## src/hw/rtl/assert_macros.svh

```systemverilog
// Assertion macros shared by the RTL modules.
// Each macro expects signals named clk and rst_n in the scope where it is used.
`ifndef ASSERT_MACROS_SVH
`define ASSERT_MACROS_SVH

// Check that a condition holds at every clock edge outside reset.
`define ASSERT_ALWAYS(lbl, cond) \
  lbl: assert property (@(posedge clk) disable iff (!rst_n) (cond)) \
    else $error("assertion failed");

// Check that the consequent holds in the same cycle as the antecedent.
`define ASSERT_IMPL(lbl, ante, cons) \
  lbl: assert property (@(posedge clk) disable iff (!rst_n) (ante) |-> (cons)) \
    else $error("assertion failed");

// Check that the consequent holds in the cycle after the antecedent.
`define ASSERT_NEXT(lbl, ante, cons) \
  lbl: assert property (@(posedge clk) disable iff (!rst_n) (ante) |=> (cons)) \
    else $error("assertion failed");

`endif

```

## src/hw/rtl/bcpe_pkg.sv

```systemverilog
// Shared types, codes and sizes of the Bezier curve point evaluator.
// No dependencies; used by bcpe_lerp3 and the top level.
package bcpe_pkg;

  localparam int MAX_POINTS = 16;
  localparam int IDX_W      = $clog2(MAX_POINTS);
  localparam int CNT_W      = $clog2(MAX_POINTS + 1);
  localparam int T_W        = 17;
  localparam int PROD_W     = 51;
  localparam logic [T_W-1:0] T_ONE = 17'h10000;

  typedef enum logic [1:0] {
    OP_CLEAR  = 2'd0,
    OP_APPEND = 2'd1,
    OP_EVAL   = 2'd2
  } op_t;

  typedef enum logic [1:0] {
    STAT_OK    = 2'd0,
    STAT_EMPTY = 2'd1,
    STAT_FULL  = 2'd2
  } status_t;

  typedef enum logic [2:0] {
    S_IDLE,
    S_ROW,
    S_DRAIN,
    S_FIN_RD,
    S_FIN_WAIT,
    S_RESP
  } state_t;

  // lane 0 = x, lane 1 = y, lane 2 = z
  typedef logic [2:0][31:0] pt_t;

  typedef struct packed {
    logic             valid;
    logic [IDX_W-1:0] addr;
    pt_t              a;
    pt_t              b;
  } lerp_req_t;

  typedef struct packed {
    logic             valid;
    logic [IDX_W-1:0] addr;
    pt_t              val;
  } lerp_rsp_t;

endpackage

```

## src/hw/rtl/bcpe_lerp3.sv

```systemverilog
// Two-stage fixed-point lerp a + ((b - a) * t >>> 16) on three lanes.
// Depends on bcpe_pkg. Stage one registers the products, stage two adds.
module bcpe_lerp3 (
  input  logic                        clk,
  input  logic                        rst_n,
  input  bcpe_pkg::lerp_req_t         req,
  input  logic [bcpe_pkg::T_W-1:0]    t,
  output bcpe_pkg::lerp_rsp_t         rsp
);

  logic                                       v_r;
  logic [bcpe_pkg::IDX_W-1:0]                 addr_r;
  bcpe_pkg::pt_t                              a_r;
  logic signed [2:0][bcpe_pkg::PROD_W-1:0]    prod_r;
  logic signed [2:0][bcpe_pkg::PROD_W-1:0]    prod_nxt;
  bcpe_pkg::pt_t                              sum;

  always_comb begin
    logic signed [32:0] diff;
    for (int l = 0; l < 3; l++) begin
      diff = $signed({req.b[l][31], req.b[l]}) - $signed({req.a[l][31], req.a[l]});
      prod_nxt[l] = bcpe_pkg::PROD_W'(diff * $signed({1'b0, t}));
    end
  end

  always_ff @(posedge clk) begin
    if (!rst_n) begin
      v_r <= 1'b0;
    end else begin
      v_r <= req.valid;
    end
  end

  always_ff @(posedge clk) begin
    addr_r <= req.addr;
    a_r    <= req.a;
    prod_r <= prod_nxt;
  end

  always_comb begin
    logic signed [34:0] q;
    logic signed [34:0] s;
    for (int l = 0; l < 3; l++) begin
      q = prod_r[l][bcpe_pkg::PROD_W-1:16];
      s = $signed({{3{a_r[l][31]}}, a_r[l]}) + q;
      sum[l] = s[31:0];
    end
  end

  assign rsp.valid = v_r;
  assign rsp.addr  = addr_r;
  assign rsp.val   = sum;

endmodule

```

## config.mk

```make
export PLATFORM = sky130hd
export DESIGN_NAME = bcpe_lerp3
export DESIGN_NICKNAME = d
export VERILOG_FILES = /design/src/hw/rtl/assert_macros.svh /design/src/hw/rtl/bcpe_pkg.sv /design/src/hw/rtl/bcpe_lerp3.sv
export SDC_FILE = /design/constraint.sdc
export NUM_CORES = 2
export LEC_CHECK = 0
export BUFFER_PORTS_ARGS = -buffer_cell sky130_fd_sc_hd__buf_2
export CORE_MARGIN = 4
export CORE_UTILIZATION = 40
export CTS_BUF_LIST = sky130_fd_sc_hd__clkbuf_4 sky130_fd_sc_hd__clkbuf_8 sky130_fd_sc_hd__clkbuf_16
export DETAILED_ROUTE_END_ITERATION = 7
export MAX_ROUTING_LAYER = met4
export SYNTH_ARGS = -nofsm -noshare
export SYNTH_HDL_FRONTEND = slang
export SYNTH_SLANG_ARGS = --single-unit
export TNS_END_PERCENT = 5
```

## constraint.sdc

```tcl
create_clock -name clk -period 22.4 [get_ports clk]
set_input_delay 1.12 -clock clk [delete_from_list [all_inputs] [get_ports clk]]
set_output_delay 1.12 -clock clk [all_outputs]
set_load 0.02 [all_outputs]
```

# == Word level (Yosys, flattened, before mapping) ==
# Index checks and enable logic that the tools add are counted.
# totals
ff_bits,245
out_inout_bits,101
word_cells,17
# classes
addsub,6
multipliers,3
# ops
cell,count
33-bit by 18-bit multiplier with 48-bit output,3
32-bit by 32-bit subtractor with 33-bit output,3
32-bit adder,3

# == Depth between registers and ports, before layout ==
# logic_depth
ltp_word,2
mapped_depth,38
ltp_nobuf,37

# == Worst setup path after synthesis ==
# OpenSTA, ideal clock, no wires.
# synth_timing
path_type,in2reg
startpoint,input req[0] (netlist bit)
endpoint,register prod_r[47] (netlist bit)
setup_ps,130
t_arrival_ps,9337
setup_slack_ps,12933
stages,36
path_cell_list,inv_1 > ha_1 > fa_1 > nor2b_1 > o31a_1 > nor4b_1 > nor4bb_1 > o21a_1 > o21a_1 > o21a_1 > o21ai_1 > nor2b_1 > xnor2_1 > clkbuf_1 > nand2_1 > fa_1 > inv_1 > fa_1 > fa_1 > fa_1 > fa_1 > inv_1 > fa_1 > inv_1 > ha_1 > and3_1 > a221oi_1 > o21ai_1 > a221oi_1 > and4_1 > nor2_1 > o221a_2 > a41oi_2 > a31oi_1 > xnor2_1 > xnor3_1
# synth_rtl
item,line_no,source
start: declaration,bcpe_lerp3.sv:6,"input bcpe_pkg::lerp_req_t req,"
end signal: assignment,bcpe_lerp3.sv:37,prod_r <= prod_nxt;
end: declaration,bcpe_lerp3.sv:14,logic signed [2:0][bcpe_pkg::PROD_W-1:0] prod_r;

==> flow_metrics.py <==
metrics = {
    "finish": {
        "area_delta_synth_final_pct": 7.17,
        "fin_nets": 10200,
        "nFillCells": 16800,
        "drive_above_1_share_pct": 6.58,
        "mostFrequentLayoutCells": "inv_1, fa_1, nand2_1",
        "final_common_cell": "inv_1",
    },
    "yosys": {
        "synth_top_family_by_area": "adder cells",
        "synth-simple-area-share_pct": 16.4,
        "yosysWarnings": 0,
        "synth_flop_cell": "dfxtp_1",
        "synthMuxAreaShare_pct": 0,
        "synth_xor_area_share_pct": 3.71,
        "synth_area_um2": 68300,
        "synth_top_cell_by_area": "fa_1",
        "synth_compound_area_share_pct": 6.67,
        "ys_top_cells_by_area": "fa_1, inv_1, ha_1, and2_1, dfxtp_1",
        "synth_seq_cells": 197,
        "async_flop_share_pct": 0,
        "synth-adder-area-share_pct": 54.9,
        "ys_seq_area_share_pct": 5.77,
        "synth.distinct_cells": 81,
        "postSynthAreaPerCell_um2": 8.82,
        "syn_nets": 10000,
        "synth_top_cell_area_share_pct": 45.4,
        "syn_inst": 7740,
        "synth_edf_count": 0,
    },
    "routing": {
        "drt-initial-drc-count": 2492,
        "num_vias": 50000,
        "finalWirelength_mm": 179,
        "ant_nets": 0,
        "vias_per_cell": 4.94,
        "wire_per_inst_um": 17.7,
        "drtPass1Iterations": 5,
        "post-route-drc-count": 0,
    },
    "flow_run": {
        "maxCapViolCount": 0,
    },
    "cts": {
        "cts_sinks": 197,
        "path_clk_slew_ns": 0.09,
        "cts_tree": "yes",
        "post-cts-setup-buffer-count": 0,
        "cts_resized": 0,
        "cts_made_buffers": 17,
        "clock-root-buffer": "clkbuf_16",
        "clockBufferDepth": 2,
        "hold_buffers": 0,
        "htree_levels": 4,
    },
    "timing": {
        "setup-violations-final": 0,
        "finalCritPeriodShare_pct": 44.8,
        "maxSlewHeadroom_pct": 20.5,
        "rsz0062_at_grt": "no",
        "fmax_ghz": 0.0997,
        "worstMarginPinSlew_ns": 1.19,
        "period_needed_ns": 10.03,
        "fin_tns_setup_ns": 0,
        "hold_viol": 0,
        "slew_violations": 0,
    },
    "global_route": {
        "grt_pass1_vias": 55600,
        "busiest_layer": "met2",
        "antenna_found_initial": 6,
        "overflow": 0,
        "met2_usage_pct": 36.9,
        "grt.met3_usage_pct": 2.68,
        "grt_first_pass_wirelength_mm": 297,
        "grt_usage_pct": 21.5,
        "met1_usage_pct": 27.0,
        "grt_max_degree": 100,
    },
    "placed_design": {
        "dp_hpwl_mm": 137,
        "port_buffers": 316,
        "gp_congestion": 0.877,
    },
    "floorplanning": {
        "core_area_um2": 169000,
        "fp.dieH_um": 421,
        "die_area_um2": 177000,
        "row_count": 151,
        "start_util_pct": 40.3,
        "die_w_um": 421,
        "ios": 317,
    },
    "critical_path": {
        "critical_path_required_ns": 22.87,
        "worst_path_most_repeated_cell": "fa_1",
        "worst_setup_path_start_kind": "input pin",
        "arrival_ns": 10.50,
        "worstSetupEndpointType": "flip-flop",
        "max_stage_delay_ns": 0.62,
        "critPathSlowestCell": "nand3_1",
        "cp_max_fo": 17,
        "criticalPathCategory": "input pin to flip-flop",
    },
    "min_path": {
        "hold_class": "input pin to flip-flop",
    },
    "run_status": {
        "status": "complete, no violations",
    },
}
cell type report:
cell class	instances	area, µm²	area share, %
clock inverters	15	183	0.250
inverters	1994	7480	10.2
well taps	2218	2780	3.79
clock buffers	17	425	0.581
multi-input cells	5257	56000	76.5
flip-flops and latches	197	3940	5.39
diodes	5	12.5	0.0171
repair buffers	413	2340	3.20
cells in the mapped netlist (all sizes together), types with 43 or more instances:
cell,count
a21o,116
a21oi,205
and2,814
clkbuf,286
dfxtp,197
fa,1548
ha,519
inv,1994
nand2,872
nand2b,59
nor2,177
nor2b,117
nor3,43
o21a,56
o21ai,129
xnor2,212
xor2,69
worst max-delay path: cells and delay by family:
family | cells | cell delay [ns]
AND/OR/NAND/NOR | 5 | 1.51
adder cells (fa/ha/maj) | 8 | 3.26
XOR/XNOR | 1 | 0.41
buffers and inverters | 7 | 0.51
AO/OA/AOI/OAI | 16 | 3.68
sequential cells by signal (all words and copies together), names as in the netlist:
name	flops
a_r	96
v_r	1
prod_r	96
addr_r	4
cell families (layout without fill, tap and decap cells):
kind of cell               after synthesis  after routing
buffers and inverters                 2286           2439
other                                    0              5
xor gates and xnor gates               284            284
DFF                                    197            197
adders and majority gates             2067           2067
AOI/OAI and AO/OA                      694            694
and+or+nand+nor                       2212           2212
stage by stage:
step | area [µm²] | util (%) | hold WS [ns] | setup slack (ns) | std cells
after floorplan | 68300 | - | 1.15 | 12.93 | 7740
after global placement | 72600 | 42.8 | 1.22 | 11.93 | 10100
after detailed placement | 72600 | 42.8 | 1.22 | 11.73 | 10100
after CTS | 73200 | 43.2 | 0.563 | 12.37 | 10100
after global routing | 73200 | 43.2 | 0.591 | 11.72 | 10100
final | 73200 | 43.2 | 0.627 | 12.37 | 10100
path summary, 6_finish.rpt:
| path | from | endpoint | slack, ns | cells past startpoint |
|---|---|---|---|---|
| max | req[32] | prod_r[98] | 12.37 | 37 |
| min | req[192] | addr_r[0] | 0.63 | 1 |
metal layers:
| metal | vias up | wire length (µm) | part of all wire (%) |
|---|---|---|---|
| met5 | - | 0 | 0 |
| met2 | 1191 | 89500 | 50 |
| met4 | 0 | 4750 | 2.6 |
| li1 | 23000 | - | - |
| met1 | 25600 | 77000 | 43 |
| met3 | 263 | 8160 | 4.5 |
Power is not shown: default switching activity piles up to over one toggle a cycle in this logic, so the estimate is an artifact.
